File: config.mk
export PLATFORM = sky130hd
export DESIGN_NAME = http_body_chunked_deframer
export DESIGN_NICKNAME = d
export VERILOG_FILES = /design/src/hw/rtl/hbcd_pkg.sv /design/src/hw/rtl/hbcd_core.sv /design/src/hw/rtl/http_body_chunked_deframer.sv
export SDC_FILE = /design/constraint.sdc
export NUM_CORES = 1
export LEC_CHECK = 0
export ABC_AREA = 1
export BUFFER_PORTS_ARGS = -buffer_cell sky130_fd_sc_hd__clkbuf_2
export CORE_MARGIN = 2
export CORE_UTILIZATION = 45
export CTS_BUF_LIST = sky130_fd_sc_hd__clkbuf_4 sky130_fd_sc_hd__clkbuf_8 sky130_fd_sc_hd__clkbuf_16
export CTS_CLUSTER_DIAMETER = 50
export DETAILED_ROUTE_END_ITERATION = 8
export HOLD_SLACK_MARGIN = 0.02
export PLACE_DENSITY = 0.63
export SLEW_MARGIN = 20
export SYNTH_ARGS = -nofsm -noshare
export SYNTH_HDL_FRONTEND = slang
export SYNTH_SLANG_ARGS = --single-unit
File: constraint.sdc
create_clock -name clk -period 3.2 [get_ports clk]
set_input_delay 0.64 -clock clk [delete_from_list [all_inputs] [get_ports clk]]
set_output_delay 0.64 -clock clk [all_outputs]
set_load 0.01 [all_outputs]
File: src/hw/rtl/hbcd_pkg.sv
// Shared types, byte codes and helpers for the HTTP body chunked deframer.
// No dependencies; used by hbcd_core and http_body_chunked_deframer.
`default_nettype none

package hbcd_pkg;

	// Framing bytes
	localparam logic [7:0] BYTE_CR    = 8'h0D;
	localparam logic [7:0] BYTE_LF    = 8'h0A;
	localparam logic [7:0] BYTE_COLON = 8'h3A;

	// Register indexes on the configuration channel
	localparam logic CFG_BODY_MODE      = 1'b0;
	localparam logic CFG_CONTENT_LENGTH = 1'b1;

	// Body modes
	localparam logic MODE_FIXED   = 1'b0;
	localparam logic MODE_CHUNKED = 1'b1;

	// Output tdata width: fields packed, padded to whole bytes
	localparam int OUT_FIELD_W = 8 + 1 + 32 + 3;
	localparam int OUT_TDATA_W = ((OUT_FIELD_W + 7) / 8) * 8;

	typedef enum logic [2:0] {
		ERR_NONE      = 3'd0,
		ERR_MALFORMED = 3'd1,
		ERR_EXTRA     = 3'd2,
		ERR_EARLY_END = 3'd3,
		ERR_OVERFLOW  = 3'd4
	} err_t;

	typedef enum logic [3:0] {
		PH_SIZE         = 4'd0,
		PH_SIZE_LF      = 4'd1,
		PH_DATA         = 4'd2,
		PH_DATA_CR      = 4'd3,
		PH_DATA_LF      = 4'd4,
		PH_TRL_LINE     = 4'd5,
		PH_TRL_VALUE    = 4'd6,
		PH_TRL_VALUE_LF = 4'd7,
		PH_TRL_END_LF   = 4'd8,
		PH_DONE         = 4'd9
	} phase_t;

	// One result word
	typedef struct packed {
		logic [7:0]  payload_byte;
		logic        payload_valid;
		logic        body_done;
		logic [31:0] body_length;
		err_t        error_code;
	} res_t;

	// Hex digit decode: bit 4 flags a digit, bits 3:0 give its value
	function automatic logic [4:0] hex_digit(input logic [7:0] b);
		logic [4:0] r;
		r = 5'd0;
		if (b >= 8'h30 && b <= 8'h39) begin
			r = {1'b1, b[3:0]};
		end else if ((b >= 8'h41 && b <= 8'h46) || (b >= 8'h61 && b <= 8'h66)) begin
			r = {1'b1, b[3:0] + 4'd9};
		end
		return r;
	endfunction

endpackage

`default_nettype wire

File: src/hw/rtl/hbcd_core.sv
// Deframer state and per-byte step: registers, parse state, byte count, error latch.
// Depends on hbcd_pkg.
`default_nettype none

module hbcd_core (
	input  wire               clk,
	input  wire               arst_n,
	input  wire               cfg_wr,
	input  wire               cfg_index,
	input  wire [31:0]        cfg_data,
	input  wire               step_en,
	input  wire [7:0]         in_byte,
	input  wire               in_end,
	output hbcd_pkg::res_t    res
);

	logic                 body_mode_q;
	logic [31:0]          content_length_q;
	hbcd_pkg::phase_t     phase_q, phase_d;
	logic [31:0]          chunk_rem_q, chunk_rem_d;
	logic [31:0]          byte_count_q, byte_count_d;
	logic                 digits_open_q, digits_open_d;
	logic                 name_seen_q, name_seen_d;
	hbcd_pkg::err_t       err_q, err_d;
	logic                 pay_d;
	logic                 done_now;
	logic [4:0]           hex;

	assign hex = hbcd_pkg::hex_digit(in_byte);

	// Done before this word
	assign done_now = (err_q == hbcd_pkg::ERR_NONE) &&
		((body_mode_q == hbcd_pkg::MODE_FIXED) ? (byte_count_q == content_length_q)
		                                        : (phase_q == hbcd_pkg::PH_DONE));

	// Next state for one word
	always_comb begin
		phase_d       = phase_q;
		chunk_rem_d   = chunk_rem_q;
		byte_count_d  = byte_count_q;
		digits_open_d = digits_open_q;
		name_seen_d   = name_seen_q;
		err_d         = err_q;
		pay_d         = 1'b0;
		if (err_q == hbcd_pkg::ERR_NONE) begin
			if (in_end) begin
				if (!done_now) err_d = hbcd_pkg::ERR_EARLY_END;
			end else if (body_mode_q == hbcd_pkg::MODE_FIXED) begin
				if (byte_count_q < content_length_q) begin
					byte_count_d = byte_count_q + 32'd1;
					pay_d        = 1'b1;
				end else begin
					err_d = hbcd_pkg::ERR_EXTRA;
				end
			end else begin
				case (phase_q)
					hbcd_pkg::PH_SIZE: begin
						if (in_byte == hbcd_pkg::BYTE_CR) begin
							digits_open_d = 1'b0;
							phase_d       = hbcd_pkg::PH_SIZE_LF;
						end else if (digits_open_q && hex[4]) begin
							if (chunk_rem_q[31:28] != 4'd0) err_d = hbcd_pkg::ERR_OVERFLOW;
							else chunk_rem_d = {chunk_rem_q[27:0], hex[3:0]};
						end else begin
							digits_open_d = 1'b0;
						end
					end
					hbcd_pkg::PH_SIZE_LF: begin
						if (in_byte == hbcd_pkg::BYTE_LF) begin
							if (chunk_rem_q == 32'd0) begin
								phase_d     = hbcd_pkg::PH_TRL_LINE;
								name_seen_d = 1'b0;
							end else begin
								phase_d = hbcd_pkg::PH_DATA;
							end
						end else if (in_byte != hbcd_pkg::BYTE_CR) begin
							phase_d = hbcd_pkg::PH_SIZE;
						end
					end
					hbcd_pkg::PH_DATA: begin
						if (byte_count_q == 32'hFFFF_FFFF) begin
							err_d = hbcd_pkg::ERR_OVERFLOW;
						end else begin
							byte_count_d = byte_count_q + 32'd1;
							chunk_rem_d  = chunk_rem_q - 32'd1;
							pay_d        = 1'b1;
							if (chunk_rem_q == 32'd1) phase_d = hbcd_pkg::PH_DATA_CR;
						end
					end
					hbcd_pkg::PH_DATA_CR: begin
						if (in_byte == hbcd_pkg::BYTE_CR) phase_d = hbcd_pkg::PH_DATA_LF;
						else err_d = hbcd_pkg::ERR_MALFORMED;
					end
					hbcd_pkg::PH_DATA_LF: begin
						if (in_byte == hbcd_pkg::BYTE_LF) begin
							phase_d       = hbcd_pkg::PH_SIZE;
							chunk_rem_d   = 32'd0;
							digits_open_d = 1'b1;
						end else begin
							err_d = hbcd_pkg::ERR_MALFORMED;
						end
					end
					hbcd_pkg::PH_TRL_LINE: begin
						if (in_byte == hbcd_pkg::BYTE_CR) begin
							if (!name_seen_q) phase_d = hbcd_pkg::PH_TRL_END_LF;
							else err_d = hbcd_pkg::ERR_MALFORMED;
						end else if (in_byte == hbcd_pkg::BYTE_COLON) begin
							if (name_seen_q) phase_d = hbcd_pkg::PH_TRL_VALUE;
							else err_d = hbcd_pkg::ERR_MALFORMED;
						end else begin
							name_seen_d = 1'b1;
						end
					end
					hbcd_pkg::PH_TRL_VALUE: begin
						if (in_byte == hbcd_pkg::BYTE_CR) phase_d = hbcd_pkg::PH_TRL_VALUE_LF;
					end
					hbcd_pkg::PH_TRL_VALUE_LF: begin
						if (in_byte == hbcd_pkg::BYTE_LF) begin
							phase_d     = hbcd_pkg::PH_TRL_LINE;
							name_seen_d = 1'b0;
						end else begin
							err_d = hbcd_pkg::ERR_MALFORMED;
						end
					end
					hbcd_pkg::PH_TRL_END_LF: begin
						if (in_byte == hbcd_pkg::BYTE_LF) phase_d = hbcd_pkg::PH_DONE;
						else err_d = hbcd_pkg::ERR_MALFORMED;
					end
					default: begin
						err_d = hbcd_pkg::ERR_EXTRA;
					end
				endcase
			end
		end
	end

	// Result word from the updated state
	always_comb begin
		res.payload_valid = pay_d;
		res.payload_byte  = pay_d ? in_byte : 8'd0;
		res.body_length   = byte_count_d;
		res.error_code    = err_d;
		res.body_done     = (err_d == hbcd_pkg::ERR_NONE) &&
			((body_mode_q == hbcd_pkg::MODE_FIXED) ? (byte_count_d == content_length_q)
			                                        : (phase_d == hbcd_pkg::PH_DONE));
	end

	// Registers and parse state; a register write clears the parse state
	always_ff @(posedge clk or negedge arst_n) begin
		if (!arst_n) begin
			body_mode_q      <= hbcd_pkg::MODE_FIXED;
			content_length_q <= 32'd0;
			phase_q          <= hbcd_pkg::PH_SIZE;
			chunk_rem_q      <= 32'd0;
			byte_count_q     <= 32'd0;
			digits_open_q    <= 1'b1;
			name_seen_q      <= 1'b0;
			err_q            <= hbcd_pkg::ERR_NONE;
		end else if (cfg_wr) begin
			if (cfg_index == hbcd_pkg::CFG_BODY_MODE) body_mode_q <= cfg_data[0];
			else content_length_q <= cfg_data;
			phase_q       <= hbcd_pkg::PH_SIZE;
			chunk_rem_q   <= 32'd0;
			byte_count_q  <= 32'd0;
			digits_open_q <= 1'b1;
			name_seen_q   <= 1'b0;
			err_q         <= hbcd_pkg::ERR_NONE;
		end else if (step_en) begin
			phase_q       <= phase_d;
			chunk_rem_q   <= chunk_rem_d;
			byte_count_q  <= byte_count_d;
			digits_open_q <= digits_open_d;
			name_seen_q   <= name_seen_d;
			err_q         <= err_d;
		end
	end

endmodule

`default_nettype wire

File: src/hw/rtl/http_body_chunked_deframer.sv
// HTTP message body deframer (fixed length or chunked), one byte word per cycle while the result stream does not stall.
// An accepted word passes through the input register, then the result register, before its result is valid.
// Each word is handled by one combinational step in hbcd_core; m_axis_tready low stalls both registers.
// Reset (arst_n low, async): fixed mode, content_length 0, parse state and error cleared.
// A configuration write also clears the parse state. Depends on hbcd_pkg, hbcd_core.
`default_nettype none

module http_body_chunked_deframer (
	input  wire                              clk,
	input  wire                              arst_n,
	// configuration write channel
	input  wire                              cfg_valid,
	output logic                             cfg_ready,
	input  wire                              cfg_index,
	input  wire [31:0]                       cfg_data,
	// input stream
	input  wire                              s_axis_tvalid,
	output logic                             s_axis_tready,
	input  wire [7:0]                        s_axis_tdata,  // [7:0] data_byte
	input  wire                              s_axis_tuser,  // [0] stream_end
	// result stream
	output logic                             m_axis_tvalid,
	input  wire                              m_axis_tready,
	output logic [hbcd_pkg::OUT_TDATA_W-1:0] m_axis_tdata,
	// [7:0] payload_byte, [8] body_done, [40:9] body_length, [43:41] error_code, rest 0
	output logic                             m_axis_tuser   // [0] payload_valid
);

	logic            valid_s1;
	logic [7:0]      byte_s1;
	logic            end_s1;
	logic            adv;
	logic            step_en;
	hbcd_pkg::res_t  res_s1;
	logic            out_valid_q;
	hbcd_pkg::res_t  out_q;

	assign cfg_ready     = 1'b1;
	assign adv           = !out_valid_q || m_axis_tready;
	assign step_en       = valid_s1 && adv;
	assign s_axis_tready = !valid_s1 || adv;

	// Input register: load on accept, drain when the step fires
	always_ff @(posedge clk or negedge arst_n) begin
		if (!arst_n) begin
			valid_s1 <= 1'b0;
		end else if (s_axis_tready) begin
			valid_s1 <= s_axis_tvalid;
		end
	end

	always_ff @(posedge clk) begin
		if (s_axis_tready && s_axis_tvalid) begin
			byte_s1 <= s_axis_tdata;
			end_s1  <= s_axis_tuser;
		end
	end

	hbcd_core u_core (
		.clk       (clk),
		.arst_n    (arst_n),
		.cfg_wr    (cfg_valid && cfg_ready),
		.cfg_index (cfg_index),
		.cfg_data  (cfg_data),
		.step_en   (step_en),
		.in_byte   (byte_s1),
		.in_end    (end_s1),
		.res       (res_s1)
	);

	// Result register: hold while stalled
	always_ff @(posedge clk or negedge arst_n) begin
		if (!arst_n) begin
			out_valid_q <= 1'b0;
		end else if (adv) begin
			out_valid_q <= valid_s1;
		end
	end

	always_ff @(posedge clk) begin
		if (step_en) begin
			out_q <= res_s1;
		end
	end

	assign m_axis_tvalid = out_valid_q;
	assign m_axis_tuser  = out_q.payload_valid;
	assign m_axis_tdata  = {{(hbcd_pkg::OUT_TDATA_W - hbcd_pkg::OUT_FIELD_W){1'b0}},
		out_q.error_code, out_q.body_length, out_q.body_done, out_q.payload_byte};

	// An error result never carries payload or done
	assert property (@(posedge clk) disable iff (!arst_n)
		m_axis_tvalid && (out_q.error_code != hbcd_pkg::ERR_NONE)
			|-> !out_q.payload_valid && !out_q.body_done)
		else $error("error result carries payload or done");

	// A payload word always counts toward the body length
	assert property (@(posedge clk) disable iff (!arst_n)
		m_axis_tvalid && out_q.payload_valid |-> out_q.body_length != 32'd0)
		else $error("payload word with zero body length");

	// An empty input register never blocks the input
	assert property (@(posedge clk) disable iff (!arst_n)
		!valid_s1 |-> s_axis_tready)
		else $error("input stalled with empty input register");

	// A stalled input register keeps its word
	assert property (@(posedge clk) disable iff (!arst_n)
		valid_s1 && !adv |=> valid_s1 && $stable(byte_s1) && $stable(end_s1))
		else $error("input register lost a stalled word");

endmodule

`default_nettype wire

=== Yosys cells after proc, flatten, opt, wreduce, memory -nomap -nowiden ===
Cells that the tools add are included.

* Flip-flop bits (word level): 162
* Bits of input ports: 47
* Word-level logic and storage cells: 177

* $add $sub $neg: 3
* $lt $le $gt $ge: 7
* Equal/unequal tests: 30
* Muxes and demuxes: 88
* Bitwise gates (word level): 1
* Reduce and logical (&&, ||, !) cells: 31

{| class="wikitable"
|+ Operators with widths
! kind !! count
|-
| 32-bit 2-to-1 mux || 18
|-
| 32-bit case mux with 3 select lines || 1
|-
| 4-bit 2-to-1 mux || 19
|-
| 32-bit equality test || 2
|-
| 3-bit 2-to-1 mux || 18
|-
| 4-bit case mux with 9 select lines || 1
|-
| 32-bit by 1-bit adder with 32-bit output, second input constant || 1
|-
| 32-bit by 1-bit equality test with 1-bit output, second input constant || 1
|-
| 32-bit equality test, second input constant || 1
|-
| 32-bit logical NOT || 1
|-
| 32-bit < comparator || 1
|-
| 32-bit by 1-bit subtractor with 32-bit output, second input constant || 1
|-
| 1-bit 2-to-1 mux || 26
|-
| 10-bit AND reduction || 2
|-
| 3-bit case mux with 6 select lines || 1
|-
| 4-bit by 3-bit equality test with 1-bit output, second input constant || 4
|-
| 8-bit by 4-bit equality test with 1-bit output, second input constant || 2
|-
| 8-bit by 7-bit >= comparator with 1-bit output, second input constant || 2
|-
| 8-bit by 7-bit <= comparator with 1-bit output, second input constant || 2
|-
| 3-bit by 2-bit inequality test with 1-bit output, second input constant || 5
|-
| 3-bit inequality test, second input constant || 5
|-
| 4-bit equality test, second input constant || 3
|-
| 4-bit nonzero test || 3
|-
| 5-bit 2-to-1 mux || 2
|-
| 23 further kinds || 38
|}

=== Depth between registers and ports, before layout ===
Gate-level depths: netlist of run 1.

* Depth in word-level cells: 14
* Depth in mapped cells: 26
* Gate-level depth less buffers: 26

=== Hierarchy ===
From an unflattened synthesis of run 1, not the netlist that was laid out.

* Cells, all modules: 1421
* Area, all modules: 10482.6 um^2

{| class="wikitable"
|+ By module, submodules not included
! module !! instances !! cells an instance !! area each (um^2) !! seq. area each (um^2)
|-
| hbcd_core || 1 || 1348 || 8720.9 || 2653.8
|-
| http_body_chunked_deframer || 1 || 73 || 1761.7 || 1671.6
|}

=== Worst setup path before layout of run 1 ===
No wires, ideal clock.

* Path kind: input to register
* From: input port m_axis_tready
* To: register out_q, in the netlist m_axis_tdata[0], enable pin
* Library setup time: 0.427 ns
* Data arrival time: 2.362 ns
* Path slack: 0.411 ns
* Stages: 5
* Path buffers: 1
* Path through: inv_1 nand2_1 nand2_1 clkinv_1 clkbuf_1

* Cells in the longest elaborated chain, start to end: 2

{| class="wikitable"
|+ Ends and longest elaborated chain
! element !! RTL line !! source
|-
| start, declared || http_body_chunked_deframer.sv:23 || <nowiki>input wire m_axis_tready,</nowiki>
|-
| 1-bit logical OR || http_body_chunked_deframer.sv:39 || <nowiki>assign adv = !out_valid_q || m_axis_tready;</nowiki>
|-
| 1-bit logical AND || http_body_chunked_deframer.sv:40 || <nowiki>assign step_en = valid_s1 && adv;</nowiki>
|-
| named net step_en || http_body_chunked_deframer.sv:33 || <nowiki>logic step_en;</nowiki>
|-
| end signal, assigned || http_body_chunked_deframer.sv:82 || <nowiki>out_q <= res_s1;</nowiki>
|-
| end, declared || http_body_chunked_deframer.sv:36 || <nowiki>hbcd_pkg::res_t out_q;</nowiki>
|}

The timed path passes the listed nets, and every way through them passes these cells.
A chain may end at the register's enable or synchronous reset.

==> out/results.ini, run 1 <==
[run_status]
status = finished clean

[power_and_ir_drop]
vdd_drop_max_v = 0.0003010
powerDensity_nw_per_um2 = 549.7
finalPower_mw = 6.739
p_leak_nw = 5.883

[cells_and_area]
syn2layout_area_growth_pct = 16.46
drive_gt1_frac = 0.1502
diodes = 0
nets = 1652

[global_route]
track_usage = 0.2522
grt_pass1_wl_um = 49100
grt_pass1_vias = 9551
antenna_found_initial = 0
grt_max_degree = 46
grt-ovfl-total = 0

[cts]
cts_hold_buffers = 0
cts.sinks = 162
clockBufferDepth = 2
clk_pin_slew_ns = 0.07
cts_inserted_buffers = 17
h-tree-depth = 4
tritoncts = done
cts_root_buf = clkbuf_16
clkLatencyLatePin_ns = 0.44

[floorplan]
die_area_um2 = 24630
die_w_um = 156.9
num_rows = 55
start_util = 0.4621
die_y_um = 156.9
io_pins = 99
coreArea_um2 = 22780

[logic_synthesis]
synthCells = 1446
synth_top_family_by_area = simple AND/OR/NAND/NOR gates
synth-xor-area-share = 0.01046
synth_compound_area_frac = 0.1152
yosys_most_used_dff = dfrtp_1
synthMuxAreaShare = 0.001070
synthTopCellsByCount = 333 x nand2_1, 185 x nor2_1, 184 x inv_1
yosys.area.top_type = dfrtp_1
synth_top_cell_area_share = 0.2544
synth_cell_types = 55
yosysSeqAreaShare = 0.4110
synthTopCellsByArea = dfrtp_1 25%, edfxtp_1 15%, nand2_1 12%
synth.most_common_cell = nand2_1
synth_adder_area_share = 0.04755
synth_warnings = 0
synthSimpleGateAreaFrac = 0.3233
avgSynthCellArea_um2 = 7.279
synth-edff-count = 54
syn_area_um2 = 10530
synth_seq_cells = 162
async_flop_share = 0.6667

[sta]
skew_ns = 0.01021
setup_viol = 0
post-route-period-util = 0.9441
hold_viol_final = 0
report.final.slew_viol_count = 0
period_minus_slack_ns = 3.021
worst_slew_pin_slew_ns = 0.8684
whs_ns = 0.2239
relSlewSlack = 0.4190
fmax_ghz = 0.3310

[flow_run]
cap_viol_max_count = 0

[routing]
postRouteAntennaNets = 0
detail_route.wl_per_cell_um = 16.09
vias = 10112
drtIter0Drc = 826
drt-total-wl_um = 30430
first_pass_iters = 5
vias_per_cell = 5.347
drcViolationCount = 0

[setup_path]
cp_data_required_time_ns = 3.49
end_kind = register
cp_max_fo = 6
timing_worst_setup_path_type = register to register
cp.arrival_ns = 3.31
cp-start-kind = register

[placed_design]
place.port_buffers = 93
place_hpwl_um = 21990
place_congestion = 0.8925

[worst_hold_path]
holdCritPathClass = primary input to asynchronous set/reset pin

[worst paths after layout]
kind / startpoint / end / slack (ns) / cells after the start
worst max-delay path: u_core.byte_count_q[31]$_DFFE_PN0N_ / m_axis_tdata[8]$_DFFE_PP_ / 0.18 / 20
min in group clk: s_axis_tdata[2] / byte_s1[2]$_DFFE_PP_ / 0.37 / 1
worst min-delay path: arst_n / u_core.chunk_rem_q[15]$_DFFE_PN0P_ / 0.22 / 1
worst min register to register: m_axis_tvalid$_DFFE_PN0P_ / m_axis_tvalid$_DFFE_PN0P_ / 0.55 / 2
worst max register to register: u_core.byte_count_q[31]$_DFFE_PN0N_ / m_axis_tdata[8]$_DFFE_PP_ / 0.18 / 20
max in group asynchronous: arst_n / u_core.content_length_q[22]$_DFFE_PN0P_ / 2.25 / 2
[layer usage]
metal | up-vias | wire length [um] | part of all wire | GRT usage
li1 | 5025 | - | - | -
met1 | 4740 | 14510 | 0.48 | 0.3650
met2 | 318 | 13870 | 0.46 | 0.3958
met3 | 29 | 1713 | 0.056 | 0.03607
met4 | 0 | 332 | 0.011 | 0.06903
met5 | - | 0 | 0 | 0
[state kept, by name, indices dropped and copies added (netlist names)]
| name | cells |
|---|---|
| m_axis_tdata | 44 |
| u_core.byte_count_q | 32 |
| u_core.chunk_rem_q | 32 |
| u_core.content_length_q | 32 |
| byte_s1 | 8 |
| u_core.phase_q | 4 |
| u_core.err_q | 3 |
| end_s1 | 1 |
| m_axis_tuser | 1 |
| m_axis_tvalid | 1 |
| u_core.body_mode_q | 1 |
| u_core.digits_open_q | 1 |
| u_core.name_seen_q | 1 |
| valid_s1 | 1 |
[critical path, stage by stage, from the launching register on]
cell and delay (ns):
dfrtp_2 0.44, ha_1 0.30, nand2_1 0.09, nor2_2 0.15, nand4_1 0.24, nor2_2 0.25, nand2_4 0.11, nand2_2 0.10
nand2_4 0.08, nand2_4 0.13, buf_4 0.13, nand2_1 0.07, nand2_1 0.11, nand2_1 0.06, nand2_1 0.05, nand2_1 0.05
nor2_1 0.14, nand2_1 0.08, nor2_2 0.13, nand2_1 0.06, a21oi_1 0.11
[placed cells by master, fill, tap and decap left out, types with 3 or more instances in the layout]
cell type  count
nor3_1        25
ha_1          40
dfrtp_1      105
edfxtp_1      54
inv_6          8
inv_2          4
inv_1        183
o21ai_0       96
nor2_1       178
clkbuf_16     18
o211ai_1       3
nand2_4        5
o22ai_1       20
xor2_1         8
o2111ai_1      3
a32oi_1        4
buf_12         3
nand3_2        5
nor2_4         6
nand2_2       23
nor4_1        11
nor2_2         8
clkbuf_2      92
conb_1         5
nand2_1      328
nand3_1      152
a21oi_1       66
nand4_1       31
buf_4         46
[where the power goes]
part | leakage [nW] | internal (mW) | switching (mW) | total, mW
Combinational | 3.67 | 0.682 | 1.42 | 2.11
Clock | 0.287 | 1.11 | 0.964 | 2.07
Sequential | 1.92 | 2.40 | 0.164 | 2.56
[stage by stage]
stage / area (um^2) / setup TNS (ns) / util / instances / worst slack [ns]
6_report: 12260 / 0 / 0.5381 / 1891 / 0.1787
3_3_place_gp: 11530 / -0.08716 / 0.5061 / 1853 / -0.08716
5_1_grt: 12260 / -0.02217 / 0.5381 / 1891 / -0.02217
3_5_place_dp: 11530 / -0.09878 / 0.5062 / 1853 / -0.09878
4_1_cts: 12130 / 0 / 0.5324 / 1886 / 0.02713
2_1_floorplan: 10540 / 0 / - / 1449 / 0.4109
[layout make-up]
cell class	instances	area (um^2)
Clock buffer	17	425.4
Timing Repair Buffer	144	917.1
Inverter	189	709.4
Sequential cell	162	4328
Clock inverter	15	161.4
Fill cell	2230	10520
Multi-Input combinational cell	1051	5325
Tap cell	313	391.6
[logic make-up (layout without fill, tap and decap cells)]
family                   after synthesis  in the layout
buffers and inverters                236            365
other                                  2              5
AO/OA/AOI/OAI                        216            216
AND/OR/NAND/NOR                      778            778
flip-flops                           162            162
adder cells (fa/ha/maj)               40             40
XOR/XNOR                              11             11
multiplexers                           1              1
[what timing repair did]
item                                    CTS  global route
endpoints found under the setup margin    1             1
setup buffers                             1             4
gates cloned                              0             1
pin swaps                                 1             8
resized for setup                         1            22
(Power assumes the default switching activity.)
==> run 2: changes to the inputs <==
clock period = 2.8 ns   (was 3.2 ns; I/O delays follow)
==> out/results.ini, run 2 (same netlist as run 1, synthesis figures left out) <==
[floorplan]
die_w_um = 156.9  ; unchanged
die_y_um = 156.9  ; unchanged
die_area_um2 = 24630  ; unchanged
io_pins = 99  ; unchanged
coreArea_um2 = 22780  ; unchanged
start_util = 0.4621  ; unchanged
num_rows = 55  ; unchanged

[setup_path]
reg2reg_depth = 21  ; +5.0%
cp-start-kind = register
cp_data_required_time_ns = 3.08  ; -0.41 ns
crit_path_max_incr_delay_ns = 0.36  ; -0.08 ns
crit_buf_inv = 2  ; +1
end_kind = register
path_depth = 21  ; +5.0%
cp_max_fo = 6  ; unchanged
timing_worst_setup_path_type = register to register
cp.arrival_ns = 3.15  ; -0.16 ns
cp_slowest_cell = dfrtp_1
crit_chain = inv_1 > ha_4 > nand2_4 > nor2_4 > nand4_1 > nor2_2 > nand2_4 > nand2_4 > nand2_4 > buf_6 > nand3_1 > nand2_2 > nand2_2 > nand2_1 > nand2_2 > nand2_2 > nor2_1 > nand2_1 > nor2_2 > nand2_1 > a21oi_1
crit_family = simple AND/OR/NAND/NOR gates

[worst_hold_path]
holdCritPathClass = primary input to asynchronous set/reset pin

[placed_design]
place_hpwl_um = 22560  ; +2.6%
postPlaceCellArea_um2 = 12260  ; +6.3%
place.port_buffers = 93  ; unchanged
place_congestion = 0.9283  ; +4.0%
dpl.cell_count = 1949  ; +5.2%

[cts]
clkLatencyLatePin_ns = 0.44  ; about the same
cts_inserted_buffers = 17  ; unchanged
cts_root_buf = clkbuf_16
clk_pin_slew_ns = 0.07  ; about the same
tritoncts = done
cts.sinks = 162  ; unchanged
clockBufferDepth = 2  ; unchanged
h-tree-depth = 4  ; unchanged

[power_and_ir_drop]
powerDensity_nw_per_um2 = 595.3  ; +8.3%
p_leak_nw = 6.408  ; +8.9%
vdd_drop_max_v = 0.0003747  ; +24%

[sta]
report.final.slew_viol_count = 0  ; unchanged
tns_ns = -0.07042  ; -0.07042 ns
rsz0062_at_grt = yes
skew_ns = 0.01338  ; +0.003166 ns
worst_slew_pin_slew_ns = 0.6771  ; -0.1913 ns
setup_ws_ns = -0.07042  ; -0.2492 ns
setup_viol = 1  ; +1
period_minus_slack_ns = 2.870  ; -0.1508 ns
fmax_ghz = 0.3484  ; +5.3%
hold_viol_final = 0  ; unchanged
whs_ns = 0.1234  ; -0.1005 ns
post-route-period-util = 1.025  ; +0.08100
relSlewSlack = 0.5486  ; +0.1296

[routing]
drcViolationCount = 0  ; unchanged
first_pass_iters = 6  ; +1
vias = 10491  ; +3.7%
drt-total-wl_um = 31090  ; +2.2%
drtIter0Drc = 916  ; +11%
detail_route.wl_per_cell_um = 15.59  ; -3.1%
postRouteAntennaNets = 0  ; unchanged
vias_per_cell = 5.261  ; -1.6%

[run_status]
violations = setup timing
status = finished with violations

[cells_and_area]
final_common_cell = nand2_1
largest_register_ffs = 44  ; unchanged
fin_util = 0.5777  ; +0.03955
nets = 1755  ; +6.2%
drive_gt1_frac = 0.2195  ; +0.06932
fin_cells = 1994  ; +5.4%
layout_common_cells = 323 x nand2_1, 177 x inv_1, 174 x nor2_1
final_area_um2 = 13160  ; +7.3%
diodes = 0  ; unchanged
syn2layout_area_growth_pct = 25.02

[global_route]
antenna_found_initial = 0  ; unchanged
grt_max_degree = 46  ; unchanged
track_usage = 0.2597  ; +0.007499
grt_pass1_wl_um = 50480  ; +2.8%
grt-ovfl-total = 0  ; unchanged
grt_pass1_vias = 9971  ; +4.4%

[flow_run]
cap_viol_max_count = 0  ; unchanged

[run 2: cell types whose count changed in the layout (fill, tap and decap cells not counted), moves of 4 or more]
cell / before / now
buf_4: 46 / 144
buf_6: 1 / 6
nand2_1: 328 / 323
nor2_1: 178 / 174
inv_2: 4 / 10
ha_1: 40 / 35
nor2_2: 8 / 12
nand3_2: 5 / 9
nand3_1: 152 / 148
ha_4: 0 / 4
inv_1: 183 / 177
[run 2: report_power, final]
group	internal [mW]	switching, mW
clock network	1.23	1.05
registers	2.74	0.184
logic	0.945	1.69
total	4.91	2.92
[run 2: path summary, 6_finish.rpt]
kind                                                          from                                 end  slack (ns)
max in group asynchronous                                   arst_n  u_core.chunk_rem_q[29]$_DFFE_PN0P_        1.90
min                                                         arst_n  u_core.chunk_rem_q[15]$_DFFE_PN0P_        0.12
min in group clk                                   s_axis_tdata[1]                byte_s1[1]$_DFFE_PP_        0.29
max                        u_core.content_length_q[30]$_DFFE_PN0P_           m_axis_tdata[8]$_DFFE_PP_       -0.07
min reg2reg                              m_axis_tvalid$_DFFE_PN0P_           m_axis_tvalid$_DFFE_PN0P_        0.53
max reg2reg                u_core.content_length_q[30]$_DFFE_PN0P_           m_axis_tdata[8]$_DFFE_PP_       -0.07
[run 2: timing repair]
| item | CTS | global route |
|---|---|---|
| cloned | 1 | 0 |
| setup buffers | 9 | 4 |
| gates resized for setup | 31 | 33 |
| setup endpoints to repair | 1 | 33 |
| pin swaps | 17 | 11 |
| hold buffers | 0 | 0 |
[run 2: layout make-up]
| class | instances | area [um^2] |
|---|---|---|
| Clock buffer | 17 | 425.4 |
| Clock inverter | 15 | 131.4 |
| Fill cell | 2120 | 9619 |
| Inverter | 189 | 709.4 |
| Multi-Input combinational cell | 1051 | 5478 |
| Sequential cell | 162 | 4327 |
| Tap cell | 313 | 391.6 |
| Timing Repair Buffer | 247 | 1697 |
[run 2: metrics by stage]
step | setup WS [ns] | total power [mW]
6_report | -0.07042 | 7.833
5_1_grt | -0.2314 | 8.349
4_1_cts | -0.001848 | 7.796
3_5_place_dp | -0.2773 | 5.480
3_3_place_gp | -0.2290 | 5.442
2_1_floorplan | 0.09087 | 4.610
[run 2: routing by layer]
layer,vias up,track usage,wire [um]
li1,5241,-,-
met1,4904,0.3660,14780
met2,308,0.4175,14290
met3,38,0.03882,1515
met4,0,0.07121,510
met5,-,0,0
[run 2: worst register-to-register path, stage by stage, from the launching register on]
cell and delay [ns]:
dfrtp_1 0.36, inv_1 0.09, ha_4 0.28, nand2_4 0.06, nor2_4 0.10, nand4_1 0.22, nor2_2 0.26, nand2_4 0.10
nand2_4 0.10, nand2_4 0.07, buf_6 0.14, nand3_1 0.08, nand2_2 0.07, nand2_2 0.08, nand2_1 0.07, nand2_2 0.09
nand2_2 0.07, nor2_1 0.09, nand2_1 0.10, nor2_2 0.13, nand2_1 0.06, a21oi_1 0.12
==> run 3: changes to the inputs <==
CELL_PAD_IN_SITES_DETAIL_PLACEMENT = 1   (was not set)
CELL_PAD_IN_SITES_GLOBAL_PLACEMENT = 2   (was not set)
CORE_UTILIZATION = 35   (was 45)
PLACE_DENSITY = 0.81   (was 0.63)
==> out/results.ini, run 3 (same netlist as run 1, synthesis figures left out) <==
[run_status]
status = finished with violations
violations = setup timing

[power_and_ir_drop]
p_comb_frac = 0.359  ; +0.023
power_frac_seq = 0.353  ; -0.020
vdd_drop_max_v = 0.0004104  ; +9.5%
intPower_mw = 5.085  ; +3.5%
finalPower_mw = 8.284  ; +5.7%
clkPwrFrac = 0.289  ; -0.002
switching_share = 0.3861  ; +0.01349
switchingPower_mw = 3.198  ; +9.6%
powerDensity_nw_per_um2 = 599.3  ; +0.67%
p_leak_nw = 6.655  ; +3.9%

[cells_and_area]
final_common_cell = nand2_1
final-seq-area_um2 = 4325  ; about the same
multi_input_comb_area_um2 = 5620  ; +2.6%
syn2layout_area_growth_pct = 31.32
drive_gt1_frac = 0.2548  ; +0.03526
nets = 1801  ; +2.6%
diodes = 0  ; unchanged
fillers = 3753  ; +77%
largest_register_ffs = 44  ; unchanged
fin_util = 0.4664  ; -0.1113
layout_common_cells = 309 x nand2_1, 190 x buf_4, 177 x inv_1

[cts]
h-tree-depth = 4  ; unchanged
cts_hold_buffers = 0  ; unchanged
clockBufferDepth = 2  ; unchanged
cts_root_buf = clkbuf_16
cts.sinks = 162  ; unchanged
clk_pin_slew_ns = 0.08  ; about the same
tritoncts = done
cts_inserted_buffers = 17  ; unchanged
clkLatencyLatePin_ns = 0.45  ; about the same

[worst_hold_path]
holdCritPathClass = primary input to asynchronous set/reset pin

[sta]
hold_viol_final = 0  ; unchanged
setup_viol = 1  ; unchanged
fmax_ghz = 0.3412  ; -2.1%
rsz0062_at_grt = yes
post-route-period-util = 1.047  ; +0.02160
skew_ns = 0.01548  ; +0.002098 ns
period_minus_slack_ns = 2.931  ; +0.06047 ns
relSlewSlack = 0.5462  ; -0.002383
setup_ws_ns = -0.1309  ; -0.06047 ns
worst_slew_pin_slew_ns = 0.6783  ; +0.001172 ns
whs_ns = 0.1163  ; -0.007127 ns
report.final.slew_viol_count = 0  ; unchanged

[global_route]
grt_pass1_vias = 11288  ; +13%
antenna_found_initial = 0  ; unchanged
grtUsageMet3 = 0.02956  ; -0.009259
use_met1 = 0.3340  ; -0.03200
grt_pass1_wl_um = 59240  ; +17%
top_usage_layer = met2
grt_max_degree = 77  ; +67%
track_usage = 0.2406  ; -0.01911
grt-ovfl-total = 0  ; unchanged
gr-usage-met2 = 0.4002  ; -0.01731

[routing]
postRouteAntennaNets = 0  ; unchanged
vias_per_cell = 5.140  ; -2.3%
first_pass_iters = 5  ; -1
drcViolationCount = 0  ; unchanged
vias = 10881  ; +3.7%
drtIter0Drc = 555  ; -39%
detail_route.wl_per_cell_um = 17.83  ; +14%
drt-total-wl_um = 37750  ; +21%

[floorplan]
die_area_um2 = 31470  ; +28%
die_w_um = 177.4  ; +13%
start_util = 0.3551  ; -0.1070
coreArea_um2 = 29640  ; +30%
io_pins = 99  ; unchanged
die_y_um = 177.4  ; +13%
num_rows = 63  ; +15%

[setup_path]
timing_worst_setup_path_type = register to register
cp_max_fo = 5  ; -1
cp.arrival_ns = 3.24  ; +0.09 ns
reg2reg_to = m_axis_tdata[8]$_DFFE_PP_
cp_data_required_time_ns = 3.11  ; +0.03 ns
end_kind = register
r2r_start = u_core.content_length_q[31]$_DFFE_PN0P_
reg2reg_depth = 21  ; unchanged
timing.reg2reg.setup_slack_ns = -0.13  ; -0.06 ns
cp-start-kind = register

[placed_design]
place_congestion = 0.8552  ; -7.9%
place_hpwl_um = 27050  ; +20%
place.port_buffers = 93  ; unchanged

[flow_run]
cap_viol_max_count = 0  ; unchanged

-- run 3: cell types whose count changed in the layout (fill, tap and decap cells not counted), moves of 4 or more --
cell / change
buf_4: +46
nand2_2: +15
nand2_1: -14
buf_6: -5
ha_1: -4
ha_4: +4
-- run 3: what timing repair did --
| item | CTS | global route |
|---|---|---|
| cloned | 1 | 2 |
| pin swaps | 3 | 38 |
| resized for setup | 27 | 60 |
| buffers inserted | 3 | 11 |
| setup endpoints to repair | 1 | 19 |
-- run 3: critical path, stage by stage, from the launching register on --
cell     delay (ns)
dfrtp_1        0.39
inv_2          0.08
ha_4           0.30
nand2_4        0.06
nor2_4         0.12
nand4_1        0.19
nor2_4         0.24
nand2_4        0.10
nand2_2        0.11
nand2_4        0.10
nand2_8        0.12
buf_4          0.11
nand2_1        0.06
nand2_1        0.11
nand2_1        0.07
nand2_1        0.06
nand2_1        0.07
nor2_1         0.10
nand2_1        0.10
nor2_4         0.09
nand2_1        0.06
a21oi_1        0.14
-- run 3: per-layer routing --
metal | vias up | part of all wire
li1 | 5331 | -
met1 | 5328 | 0.49
met2 | 183 | 0.47
met3 | 39 | 0.031
met4 | 0 | 0.014
met5 | - | 0
-- run 3: worst max path at each step --
stage	startpoint	end	slack, ns	cells after the start
2_1_floorplan	m_axis_tready	m_axis_tdata[0]$_SDFFCE_PN0P_	0.09	5
3_3_place_gp	u_core.content_length_q[31]$_DFFE_PN0P_	m_axis_tdata[8]$_DFFE_PP_	-0.33	21
3_5_place_dp	u_core.content_length_q[31]$_DFFE_PN0P_	m_axis_tdata[8]$_DFFE_PP_	-0.41	21
4_1_cts	u_core.content_length_q[29]$_DFFE_PN0P_	m_axis_tdata[8]$_DFFE_PP_	-0.1	21
5_1_grt	u_core.content_length_q[31]$_DFFE_PN0P_	m_axis_tdata[8]$_DFFE_PP_	-0.30	21
6_report	u_core.content_length_q[31]$_DFFE_PN0P_	m_axis_tdata[8]$_DFFE_PP_	-0.13	21
-- run 3: stage by stage --
step	worst slack [ns]	cells	cell area (um^2)	TNS [ns]
floorplan	0.09087	1449	10540	0
global placement	-0.3310	2068	12700	-0.3310
detailed placement	-0.4104	2068	12700	-0.4104
CTS	-0.09899	2104	13410	-0.09899
global route	-0.3024	2117	13820	-0.3041
finish	-0.1309	2117	13820	-0.1309
-- run 3: area by class of cell --
cell class	instances	area share
multi-input combinational	1051	0.4066
tap	390	0.03530
clock buffer	19	0.03186
inverter	189	0.05142
timing repair buffer	293	0.1527
sequential	162	0.3129
clock inverter	13	0.009143
-- run 3: power by group through the flow --
stage	Clock [mW]	Combinational (mW)	Sequential, mW
after CTS	2.44	2.86	2.92
after global placement	0	2.73	2.96
after detailed placement	0	2.80	2.96
final	2.39	2.97	2.92
after global routing	2.51	3.31	2.96
after floorplan	0	1.64	2.97
